## src/rtl/hvc_pkg.sv

```systemverilog
package hvc_pkg;

    localparam int ANGLE_ITERATIONS_DEF = 16;
    localparam int ATAN_ENTRIES         = 24;

    localparam int CFG_IDX_W  = 3;
    localparam int CFG_DATA_W = 15;

    // Register indexes of the configuration port.
    localparam logic [CFG_IDX_W-1:0] CFG_MAX_LINEAR_SPEED   = 3'd0;
    localparam logic [CFG_IDX_W-1:0] CFG_TURN_GAIN          = 3'd1;
    localparam logic [CFG_IDX_W-1:0] CFG_LINEAR_STEP_LIMIT  = 3'd2;
    localparam logic [CFG_IDX_W-1:0] CFG_ANGULAR_STEP_LIMIT = 3'd3;
    localparam logic [CFG_IDX_W-1:0] CFG_RATE_LIMIT_ON      = 3'd4;

    localparam int DXY_W = 33;
    localparam int XY_W  = 36;
    localparam int Z_W   = 29;
    localparam int ERR_W = 20;
    localparam int W_W   = 24;
    localparam int V_W   = 20;

    localparam logic signed [Z_W-1:0]   PI24      = 29'sd52707179;
    localparam logic signed [ERR_W-1:0] PI13      = 20'sd25736;
    localparam logic signed [ERR_W-1:0] TWO_PI13  = 20'sd51472;
    localparam logic signed [ERR_W-1:0] HALF_PI13 = 20'sd12868;

    typedef struct packed {
        logic [14:0] max_linear_speed;
        logic [14:0] turn_gain;
        logic [14:0] linear_step_limit;
        logic [14:0] angular_step_limit;
        logic        rate_limit_on;
    } hvc_cfg_t;

    typedef struct packed {
        logic signed [DXY_W-1:0] dx;
        logic signed [DXY_W-1:0] dy;
        logic signed [15:0]      heading;
        logic [16:0]             scale;
        logic                    stop;
    } hvc_item_t;

    typedef struct packed {
        logic               out_load;
        logic signed [15:0] prev_angular;
    } hvc_status_t;

    // Arctangent of 2^-i in radians scaled by 2^24, rounded.
    function automatic logic signed [Z_W-1:0] atan_entry(input logic [4:0] idx);
        logic signed [Z_W-1:0] val;
        unique case (idx)
            5'd0:    val = 29'sd13176795;
            5'd1:    val = 29'sd7778716;
            5'd2:    val = 29'sd4110060;
            5'd3:    val = 29'sd2086331;
            5'd4:    val = 29'sd1047214;
            5'd5:    val = 29'sd524117;
            5'd6:    val = 29'sd262123;
            5'd7:    val = 29'sd131069;
            5'd8:    val = 29'sd65536;
            5'd9:    val = 29'sd32768;
            5'd10:   val = 29'sd16384;
            5'd11:   val = 29'sd8192;
            5'd12:   val = 29'sd4096;
            5'd13:   val = 29'sd2048;
            5'd14:   val = 29'sd1024;
            5'd15:   val = 29'sd512;
            5'd16:   val = 29'sd256;
            5'd17:   val = 29'sd128;
            5'd18:   val = 29'sd64;
            5'd19:   val = 29'sd32;
            5'd20:   val = 29'sd16;
            5'd21:   val = 29'sd8;
            5'd22:   val = 29'sd4;
            5'd23:   val = 29'sd2;
            default: val = '0;
        endcase
        return val;
    endfunction

endpackage

```

## src/rtl/hvc_if.sv

```systemverilog
interface hvc_req_if;
    logic               valid;
    logic               ready;
    logic signed [31:0] goal_x;
    logic signed [31:0] goal_y;
    logic signed [31:0] robot_x;
    logic signed [31:0] robot_y;
    logic signed [15:0] robot_heading;
    logic [16:0]        speed_scale;
    logic               stop;

    modport source (output valid, goal_x, goal_y, robot_x, robot_y, robot_heading,
                    speed_scale, stop, input ready);
    modport sink (input valid, goal_x, goal_y, robot_x, robot_y, robot_heading,
                  speed_scale, stop, output ready);
endinterface


```

## src/rtl/hvc_front.sv

```systemverilog
module hvc_front (
    input  logic              clk,
    input  logic              rst_n,
    hvc_req_if.sink           req,
    output hvc_pkg::hvc_item_t q_item,
    output logic              q_valid,
    input  logic              q_ready
);
    import hvc_pkg::*;

    hvc_item_t  fifo_reg [2];
    logic       wr_ptr_reg;
    logic       wr_ptr_next;
    logic       rd_ptr_reg;
    logic       rd_ptr_next;
    logic [1:0] count_reg;
    logic [1:0] count_next;
    logic       push;
    logic       pop;
    hvc_item_t  new_item;

    // Offsets to the goal are formed on entry so the back end starts on the angle at once.
    always_comb
    begin
        new_item.dx      = {req.goal_x[31], req.goal_x} - {req.robot_x[31], req.robot_x};
        new_item.dy      = {req.goal_y[31], req.goal_y} - {req.robot_y[31], req.robot_y};
        new_item.heading = req.robot_heading;
        new_item.scale   = req.speed_scale;
        new_item.stop    = req.stop;
    end

    assign req.ready = (count_reg != 2'd2);
    assign push      = req.valid && req.ready;
    assign q_valid   = (count_reg != 2'd0);
    assign pop       = q_valid && q_ready;
    assign q_item    = fifo_reg[rd_ptr_reg];

    always_comb
    begin
        wr_ptr_next = push ? ~wr_ptr_reg : wr_ptr_reg;
        rd_ptr_next = pop ? ~rd_ptr_reg : rd_ptr_reg;
        count_next  = count_reg + 2'(push) - 2'(pop);
    end

    always_ff @(posedge clk)
    begin
        if (push)
        begin
            fifo_reg[wr_ptr_reg] <= new_item;
        end
    end

    always_ff @(posedge clk or negedge rst_n)
    begin
        if (!rst_n)
        begin
            wr_ptr_reg <= 1'b0;
            rd_ptr_reg <= 1'b0;
            count_reg  <= 2'd0;
        end
        else
        begin
            wr_ptr_reg <= wr_ptr_next;
            rd_ptr_reg <= rd_ptr_next;
            count_reg  <= count_next;
        end
    end

endmodule

```

## src/flat_wrapper.sv

```systemverilog
// flat-port wrapper written by rule: the top's interface ports become plain ports
module hvc_front_flat import hvc_pkg::*;
  (clk, rst_n, q_item, q_valid, q_ready, req_valid, req_goal_x, req_goal_y, req_robot_x, req_robot_y, req_robot_heading, req_speed_scale, req_stop, req_ready);
  hvc_req_if req_i ();
  input  logic clk;
  input  logic rst_n;
  output hvc_pkg::hvc_item_t q_item;
  output logic q_valid;
  input  logic q_ready;
  input wire logic [$bits(req_i.valid)-1:0] req_valid;
  input wire logic [$bits(req_i.goal_x)-1:0] req_goal_x;
  input wire logic [$bits(req_i.goal_y)-1:0] req_goal_y;
  input wire logic [$bits(req_i.robot_x)-1:0] req_robot_x;
  input wire logic [$bits(req_i.robot_y)-1:0] req_robot_y;
  input wire logic [$bits(req_i.robot_heading)-1:0] req_robot_heading;
  input wire logic [$bits(req_i.speed_scale)-1:0] req_speed_scale;
  input wire logic [$bits(req_i.stop)-1:0] req_stop;
  output wire logic [$bits(req_i.ready)-1:0] req_ready;
  assign req_i.valid = req_valid;
  assign req_i.goal_x = req_goal_x;
  assign req_i.goal_y = req_goal_y;
  assign req_i.robot_x = req_robot_x;
  assign req_i.robot_y = req_robot_y;
  assign req_i.robot_heading = req_robot_heading;
  assign req_i.speed_scale = req_speed_scale;
  assign req_i.stop = req_stop;
  assign req_ready = req_i.ready;
  hvc_front u_core (.clk(clk), .rst_n(rst_n), .req(req_i), .q_item(q_item), .q_valid(q_valid), .q_ready(q_ready));
endmodule
```

## config.mk

```make
export PLATFORM = sky130hd
export DESIGN_NAME = hvc_front_flat
export DESIGN_NICKNAME = d
export VERILOG_FILES = /design/src/rtl/hvc_pkg.sv /design/src/rtl/hvc_if.sv /design/src/rtl/hvc_front.sv /design/src/flat_wrapper.sv
export SDC_FILE = /design/constraint.sdc
export NUM_CORES = 1
export LEC_CHECK = 0
export ABC_AREA = 0
export BUFFER_PORTS_ARGS = -buffer_cell sky130_fd_sc_hd__buf_2
export CELL_PAD_IN_SITES_DETAIL_PLACEMENT = 1
export CELL_PAD_IN_SITES_GLOBAL_PLACEMENT = 2
export CORE_UTILIZATION = 36
export CTS_CLUSTER_DIAMETER = 40
export DETAILED_ROUTE_END_ITERATION = 12
export GPL_TIMING_DRIVEN = 0
export PLACE_DENSITY_LB_ADDON = 0.25
export RECOVER_POWER = 25
export SKIP_CTS_REPAIR_TIMING = 1
export SLEW_MARGIN = 20
export SYNTH_ARGS = -nofsm -noshare
export SYNTH_HDL_FRONTEND = slang
export SYNTH_SLANG_ARGS = --single-unit
```

## constraint.sdc

```tcl
create_clock -name clk -period 7.2 [get_ports clk]
set_input_delay 1.44 -clock clk [delete_from_list [all_inputs] [get_ports clk]]
set_output_delay 1.44 -clock clk [all_outputs]
set_load 0.01 [all_outputs]
```

-- After elaboration in Yosys (flattened, before gate mapping)
Memories as Yosys holds them, arrays and structs flattened.
Index checks and enable logic that the tools add are counted.
- reductions and logical operators: 3
- add/subtract/negate cells: 4
- mux-type cells: 2
- equality and inequality tests: 1
- bitwise operators: 2
- operators with widths (cell ; count):
    $sub 32x32->33 ; 2
    $add 2x1->2 ; 1
    $logic_and 1x1->1 ; 2
    $mux 1 ; 2
    $ne 2x2->1 const B ; 1
    $not 1->1 ; 2
    $reduce_bool 2->1 ; 1
    $sub 2x1->2 ; 1
- word-level logic and storage cells: 16
- memories: 1
- input port bits: 166
- output and inout port bits: 102
- bits in registers: 4
- RAM bits: 200
- memory list (memory ; depth ; bits a word ; read ports ; clocked after Yosys merged registers in ; write ports ; line ; text):
    u_core.fifo_reg ; 2 ; 100 ; 1 ; 0 ; 1 ; hvc_front.sv:11 ; hvc_item_t fifo_reg [2];

-- Logic depth before layout (Yosys ltp)
Gate-level depths: netlist (run 1).
- depth after elaboration: 4
- gate-level depth with buffers: 10
- gate-level depth less buffers: 10

-- Worst setup path before layout (run 1)
No wires, ideal clock.
- path kind: input -> register
- start point: in req_valid
- end point: mem u_core.fifo_reg[0][0] in the netlist's numbering, enable pin
- path slack: 0.948 ns
- library setup time: 0.560 ns
- required time: 6.640 ns
- stages: 2
- path buffers: 0
- arrival time: 5.693 ns
- cell sequence: nand2_1 nor2_1
- word-level cells in the longest chain between the ends: 3
- ends and longest elaborated chain (item ; line ; text):
    start, declared ; flat_wrapper.sv:10 ; input wire logic [$bits(req_i.valid)-1:0] req_valid;
    $logic_and 1x1->1 ; hvc_front.sv:33 ; assign push = req.valid && req.ready;
    $mux 1 ; hvc_front.sv:47 ; if (push)
    $mux 1 (implied by the code) ; hvc_front.sv:49 ; fifo_reg[wr_ptr_reg] <= new_item;
    end, declared ; hvc_front.sv:11 ;
No other way between the ends.

==> key figures, run 1 <==
Critical path
  – Critical path's most frequent cell: clkbuf_1
  – Worst setup SP type: flip-flop
  – Worst path required time: 5.76 ns
  – Critical-path cell list: clkbuf_1 -> clkbuf_1 -> mux2_2 -> buf_2
  – Critical path data arrival time: 2.77 ns
  – Critical path endpoint: q_item[18]
  – Crit path capture type: output port
  – Worst Setup SP: u_core.rd_ptr_reg$_DFFE_PN0P_
  – Critical-path top delay cell: clkbuf_1
  – Reg2Reg Setup Slack: 4.32 ns
  – Cell family with most CP delay: buffers and inverters
  – Worst-path fanout max: 10
  – Slowest cell delay on critical path: 0.79 ns
  – End of the worst register-to-register path: u_core.fifo_reg[0][50]$_DFFE_PP_
  – Buf/Inv on CP: 3
  – Path type of the worst setup path: flip-flop to output port
  – Worst r2r src: u_core.count_reg[0]$_DFF_PN0_
  – R2r worst-path depth: 7
  – Crit. path cell count: 4

Synthesis
  – Number of synthesized flops with an enable pin: 200
  – Mean Syn Cell Area: 12.3 um^2
  – Post-Synthesis Cells: 911
  – Post-synth top cells: 200 x edfxtp_1, 100 x mux2_2, 86 x inv_1
  – Top cell type's share of synthesized area: 0.534
  – Register area share after synthesis: 0.543
  – Async SR Flop Fraction: 0.0196
  – Post-synthesis cell type count: 67
  – Area leader, netlist: edfxtp_1
  – Mapped Area: 11200 um^2
  – Most frequent cell after synthesis: edfxtp_1
  – Synth area leaders: edfxtp_1 53%, mux2_2 10%, ha_1 7.3%, a21oi_1 2.9%, inv_1 2.9%
  – Synthesis Warnings: 0
  – Ys flop type: edfxtp_1
  – #FFs+latches synth: 204
  – Net count after synthesis: 1145

Drt
  – Drt initial violations: 308
  – Vias/cell: 5.03
  – Antenna viol nets, final: 0
  – Final wirelength: 29.8 mm
  – Wire per inst: 18.0 um
  – Vias: 8297
  – Drt pass-1 iters: 4
  – Remaining routing DRC violations: 0

Floorplanning
  – Core Region: 30700 um^2
  – Num rows: 64
  – Initial Utilization: 0.366
  – Full die area: 31900 um^2
  – I/O pins: 268
  – Die Wd: 179 um
  – Chip height: 179 um

STA
  – Worst slew pin tran: 1.79 ns
  – Final number of max-transition violations: 44
  – Hold_ws: 0.489 ns
  – Final hold vios: 0
  – RSZ-0062 raised after global routing: false
  – Min Tclk post-route: 4.21 ns
  – FMAX: 238 MHz
  – Relative slew slack: -0.190
  – Clock Skew: 0.0112 ns
  – Tcrit/Tclk final: 0.584
  – # setup viols final: 0

Hold path
  – Min-delay src: u_core.count_reg[1]$_DFF_PN0_
  – Hold Path Class: flip-flop to flip-flop

Clock tree
  – Clk Tree Root Cell: clkbuf_16
  – Num CTS Buffers: 38
  – H-Tree Depth: 2
  – CTS Sinks: 204
  – CTS max path bufs: 3
  – Worst-path clk slew: 0.05 ns
  – Worst skew pair latency: 0.50 ns
  – TritonCTS clock tree: built

Pwr
  – Internal power: 3.77 mW
  – Sw Pwr: 1.64 mW
  – Part of the power in registers: 0.324
  – Tot Pwr: 5.42 mW
  – Clock power frac: 0.364
  – Sw frac: 0.304
  – Maximum VDD drop: 209 uV
  – Comb power frac: 0.312
  – Pleak: 6.14 nW
  – Pwr dens: 370 nW/um^2

Flow run
  – Max-cap violations: 2

Final layout
  – Area growth syn-to-layout: 30.2%
  – # fillers: 3353
  – Final Util: 0.477
  – Cell Count, Final, Fillers Out: 1650
  – Final net count: 1459
  – Layout cells sized above 1: 0.359
  – Max reg flops: 200
  – Final Cell Area: 14600 um^2

Status
  – Failing checks: capacitance limit, slew limit
  – Status: complete, but fails checks

Placement
  – Dpl cell area: 13300 um^2
  – Placer's final routability congestion estimate: 0.809
  – Input/output buffers: 267
  – DP Cell Count: 1581
  – Post-DP HPWL: 22.4 mm

Global route
  – First-pass GRT wire length: 45.9 mm
  – Initial antenna violation count: 2
  – Total GRT Usage: 0.186
  – Vias in the first global route: 8645
  – Pin count of the biggest net entering global routing: 43
  – Overflow after GRT: 0
worst min-delay path by stage:
stage	to	cells after the start	slack (ns)
global route	u_core.count_reg[1]$_DFF_PN0_	1	0.52
finish	u_core.count_reg[1]$_DFF_PN0_	1	0.49
floorplan	u_core.count_reg[1]$_DFF_PN0_	1	0.46
global placement	u_core.count_reg[1]$_DFF_PN0_	1	0.48
CTS	u_core.count_reg[1]$_DFF_PN0_	1	0.49
detailed placement	u_core.count_reg[1]$_DFF_PN0_	1	0.48
worst reg2reg max path, stage by stage (launching register included):
cell and delay [ns]:
dfrtp_1 0.37, inv_1 0.08, nand2_1 0.10, nand2_1 0.11, nor2_1 1.24, buf_16 0.25, buf_12 0.20, buf_12 0.20
final cells by class:
cell class | instances | area (um^2) | share of cell area
inverters | 86 | 323 | 0.0221
well taps | 396 | 495 | 0.0339
plain buffers | 28 | 121 | 0.00830
multi-input cells | 593 | 4690 | 0.320
diodes | 1 | 2.50 | 0.000171
clock inverters | 25 | 418 | 0.0286
flip-flops and latches | 204 | 6110 | 0.417
clock buffers | 43 | 991 | 0.0678
repair buffers | 274 | 1480 | 0.101
through the flow:
stage | TNS (ns) | setup slack, ns
after global placement | -229.10 | -2.30
final | 0 | 2.99
after CTS | 0 | 2.82
after global routing | 0 | 2.72
after floorplan | 0 | 0.948
after detailed placement | 0 | 3.18
cell usage in the layout (no fill, tap or decap), types with 7 or more instances in the layout:
| master | instances |
|---|---|
| a21o_1 | 30 |
| a21oi_1 | 66 |
| buf_2 | 250 |
| bufinv_16 | 10 |
| clkbuf_1 | 46 |
| clkbuf_16 | 39 |
| edfxtp_1 | 200 |
| ha_1 | 66 |
| inv_1 | 86 |
| mux2_2 | 100 |
| nand2_1 | 53 |
| nand2b_1 | 10 |
| nand3_1 | 14 |
| nand4_1 | 10 |
| nor2_1 | 40 |
| nor3_1 | 9 |
| o211ai_1 | 8 |
| o21a_1 | 11 |
| o21ai_0 | 24 |
| o21ai_1 | 7 |
| o21bai_1 | 9 |
| xnor2_1 | 35 |
| xor2_1 | 25 |
power by group through the flow:
stage | clock network (mW) | logic, mW | registers [mW]
after global routing | 2.06 | 1.86 | 1.78
after floorplan | 0 | 1.02 | 1.79
final | 1.97 | 1.69 | 1.75
after CTS | 2.02 | 1.74 | 1.76
after global placement | 0 | 1.63 | 1.83
after detailed placement | 0 | 1.73 | 1.78
cell families (layout without fill, tap and decap cells):
group                      Yosys count  in the layout  share of synthesized area
muxes                              100            100                      0.100
AOI/OAI and AO/OA                  202            202                      0.124
buffers and inverters              114            456                     0.0395
other                                0              1                          0
and+or+nand+nor                    163            163                     0.0695
adders and majority gates           68             68                     0.0771
xor gates and xnor gates            60             60                     0.0468
DFF                                204            204                      0.543
routing by layer:
metal  up-vias  part of all wire  global-route usage
li1       4006                 -                   -
met1      4008              0.43               0.234
met2       234              0.48               0.314
met3        47             0.071              0.0475
met4         2             0.016              0.0491
met5         -           0.00057                   0
No activity file was read; power rests on OpenSTA's default activity.
==> inputs of run 2 (changes only) <==
CORE_UTILIZATION = 32   (was 36)
clock period = 3.8 ns   (was 7.2 ns; I/O delays follow)
==> run 2 against run 1 <==
Compared with the run above:
- the flow finishes with violations (capacitance limit)
- final cell count grew 3.7%
- worst setup slack got worse by 2.6 ns
- worst hold slack got worse by 0.39 ns
- sequential cell count unchanged
- combinational power increased by 86%
- non-clock buffer count shrank 1
- wire length fell by 0.62%
- core utilization decreased by 5.4 points
- sequential share of layout area grew 0.10 points
- critical path type unchanged
- largest power group unchanged
==> key figures, run 2 (synthesis results as in run 1) <==
Status
  – Status: complete, but fails checks (unchanged)
  – Failing checks: capacitance limit (was capacitance limit, slew limit)

Final layout
  – Area growth syn-to-layout: 29.8% (was 30.2%)
  – Layout cells sized above 1: 0.357 (was 0.359)
  – Final net count: 1459 (unchanged)
  – Final Cell Area: 14600 um^2 (about the same)
  – # fillers: 3814 (was 3353)
  – Ant diodes: 0 (was 1)
  – Most frequent cells in the layout: 249 x buf_2, 200 x edfxtp_1, 100 x mux2_2 (was 250 x buf_2, 200 x edfxtp_1, 100 x mux2_2)
  – Max reg flops: 200 (unchanged)
  – Most common cell after layout, fill and taps aside: buf_2 (unchanged)

Pwr
  – Pwr dens: 684 nW/um^2 (was 370 nW/um^2)
  – Internal power: 6.88 mW (was 3.77 mW)
  – Comb power frac: 0.314 (was 0.312)
  – Maximum VDD drop: 369 uV (was 209 uV)
  – Sw frac: 0.311 (was 0.304)
  – Clock power frac: 0.353 (was 0.364)
  – Sw Pwr: 3.11 mW (was 1.64 mW)
  – Tot Pwr: 9.98 mW (was 5.42 mW)
  – Part of the power in registers: 0.332 (was 0.324)
  – Pleak: 6.10 nW (was 6.14 nW)

Drt
  – Final wirelength: 29.6 mm (was 29.8 mm)
  – M1 wire length: 13.1 mm (was 12.9 mm)
  – Drt initial violations: 263 (was 308)
  – Vias/cell: 4.82 (was 5.03)
  – Antenna viol nets, final: 0 (unchanged)
  – WL met3: 1.84 mm (was 2.11 mm)
  – Wire per inst: 17.3 um (was 18.0 um)
  – Remaining routing DRC violations: 0 (unchanged)
  – Top layer in use: met5 (unchanged)
  – Vias: 8239 (was 8297)
  – Met2 wire length: 14.1 mm (was 14.2 mm)
  – Drt pass-1 iters: 4 (unchanged)

Floorplanning
  – Die Wd: 189 um (was 179 um)
  – Full die area: 35900 um^2 (was 31900 um^2)
  – Initial Utilization: 0.325 (was 0.366)
  – I/O pins: 268 (unchanged)
  – Chip height: 189 um (was 179 um)
  – Num rows: 68 (was 64)
  – Core Region: 34500 um^2 (was 30700 um^2)

Critical path
  – Worst setup SP type: flip-flop (unchanged)
  – Worst path required time: 3.04 ns (was 5.76 ns)
  – Path type of the worst setup path: flip-flop to output port (unchanged)
  – R2r worst-path depth: 3 (was 7)
  – Critical path data arrival time: 2.69 ns (was 2.77 ns)
  – Crit path capture type: output port (unchanged)
  – Worst-path fanout max: 10 (unchanged)

Clock tree
  – CTS Sinks: 204 (unchanged)
  – TritonCTS clock tree: built (unchanged)
  – CTS max path bufs: 3 (unchanged)
  – H-Tree Depth: 2 (unchanged)
  – Clk Tree Root Cell: clkbuf_16 (unchanged)
  – Num CTS Buffers: 39 (was 38)
  – Worst-path clk slew: 0.05 ns (about the same)
  – Worst skew pair latency: 0.51 ns (was 0.50 ns)

STA
  – Worst setup margin: 0.346 ns (was 2.99 ns)
  – Final hold vios: 0 (unchanged)
  – FMAX: 290 MHz
  – Relative slew slack: 0.0133 (was -0.190)
  – RSZ-0062 raised after global routing: false (unchanged)
  – Final number of max-transition violations: 0 (was 44)
  – Clock Skew: 0.0156 ns (was 0.0112 ns)
  – Worst slew pin tran: 1.47 ns (was 1.79 ns)
  – # setup viols final: 0 (unchanged)
  – Min Tclk post-route: 3.45 ns
  – Tcrit/Tclk final: 0.909

Placement
  – Post-DP HPWL: 22.5 mm (was 22.4 mm)
  – Dpl cell area: 13300 um^2 (about the same)
  – DP Worst Slack: 0.474 ns (was 3.18 ns)
  – Placer's final routability congestion estimate: 0.814 (was 0.809)
  – Input/output buffers: 267 (unchanged)

Global route
  – First-pass GRT wire length: 45.4 mm (was 45.9 mm)
  – Total GRT Usage: 0.161 (was 0.186)
  – Initial antenna violation count: 2 (unchanged)
  – Overflow after GRT: 0 (unchanged)
  – Pin count of the biggest net entering global routing: 43 (unchanged)
  – Vias in the first global route: 8501 (was 8645)

Flow run
  – Max-cap violations: 1 (was 2)

Hold path
  – Hold Path Class: input pin to asynchronous set/reset pin (was flip-flop to flip-flop)
## run 2: worst paths after layout
path,start,end,slack (ns)
max in group asynchronous,rst_n,u_core.count_reg[0]$_DFF_PN0_,3.47
max reg2reg,u_core.count_reg[1]$_DFF_PN0_,u_core.fifo_reg[1][44]$_DFFE_PP_,0.89
min in group clk,req_speed_scale[9],u_core.fifo_reg[0][10]$_DFFE_PP_,0.43
max,u_core.rd_ptr_reg$_DFFE_PN0P_,q_item[59],0.35
min,rst_n,u_core.rd_ptr_reg$_DFFE_PN0P_,0.10
min reg2reg,u_core.wr_ptr_reg$_DFFE_PN0P_,u_core.wr_ptr_reg$_DFFE_PN0P_,0.50
## run 2: area by class of cell
type	instances	area, um^2	area share
flip-flops and latches	204	6110	0.418
multi-input cells	593	4690	0.321
repair buffers	273	1420	0.0975
clock buffers	41	1000	0.0689
plain buffers	28	121	0.00832
well taps	455	569	0.0390
inverters	86	323	0.0221
clock inverters	31	357	0.0244
## run 2: power groups by stage
stage | logic (mW) | registers [mW] | clock network [mW]
after floorplan | 1.93 | 3.36 | 0
after global placement | 3.08 | 3.41 | 0
after detailed placement | 3.23 | 3.36 | 0
after CTS | 3.25 | 3.32 | 3.63
after global routing | 3.43 | 3.37 | 3.72
final | 3.14 | 3.32 | 3.53
## run 2: worst max-delay path, cell delays in order (launching register included)
cell and delay, ns:
dfrtp_1 0.33, clkbuf_1 0.60, clkbuf_1 0.65, mux2_2 0.44
buf_2 0.15
## run 2: metal layers
| metal | up-vias | GRT usage |
|---|---|---|
| li1 | 3997 | - |
| met1 | 3997 | 0.206 |
| met2 | 197 | 0.273 |
| met3 | 44 | 0.0367 |
| met4 | 4 | 0.0450 |
| met5 | - | 0 |
## run 2: through the flow
stage	util	cells	hold WS [ns]	TNS (ns)
detailed placement	0.385	1639	0.545	0
floorplan	-	911	0.459	0
finish	0.422	1711	0.101	0
global placement	0.381	1633	0.477	-172.65
global route	0.422	1711	0.0835	0
CTS	0.424	1711	0.0356	0
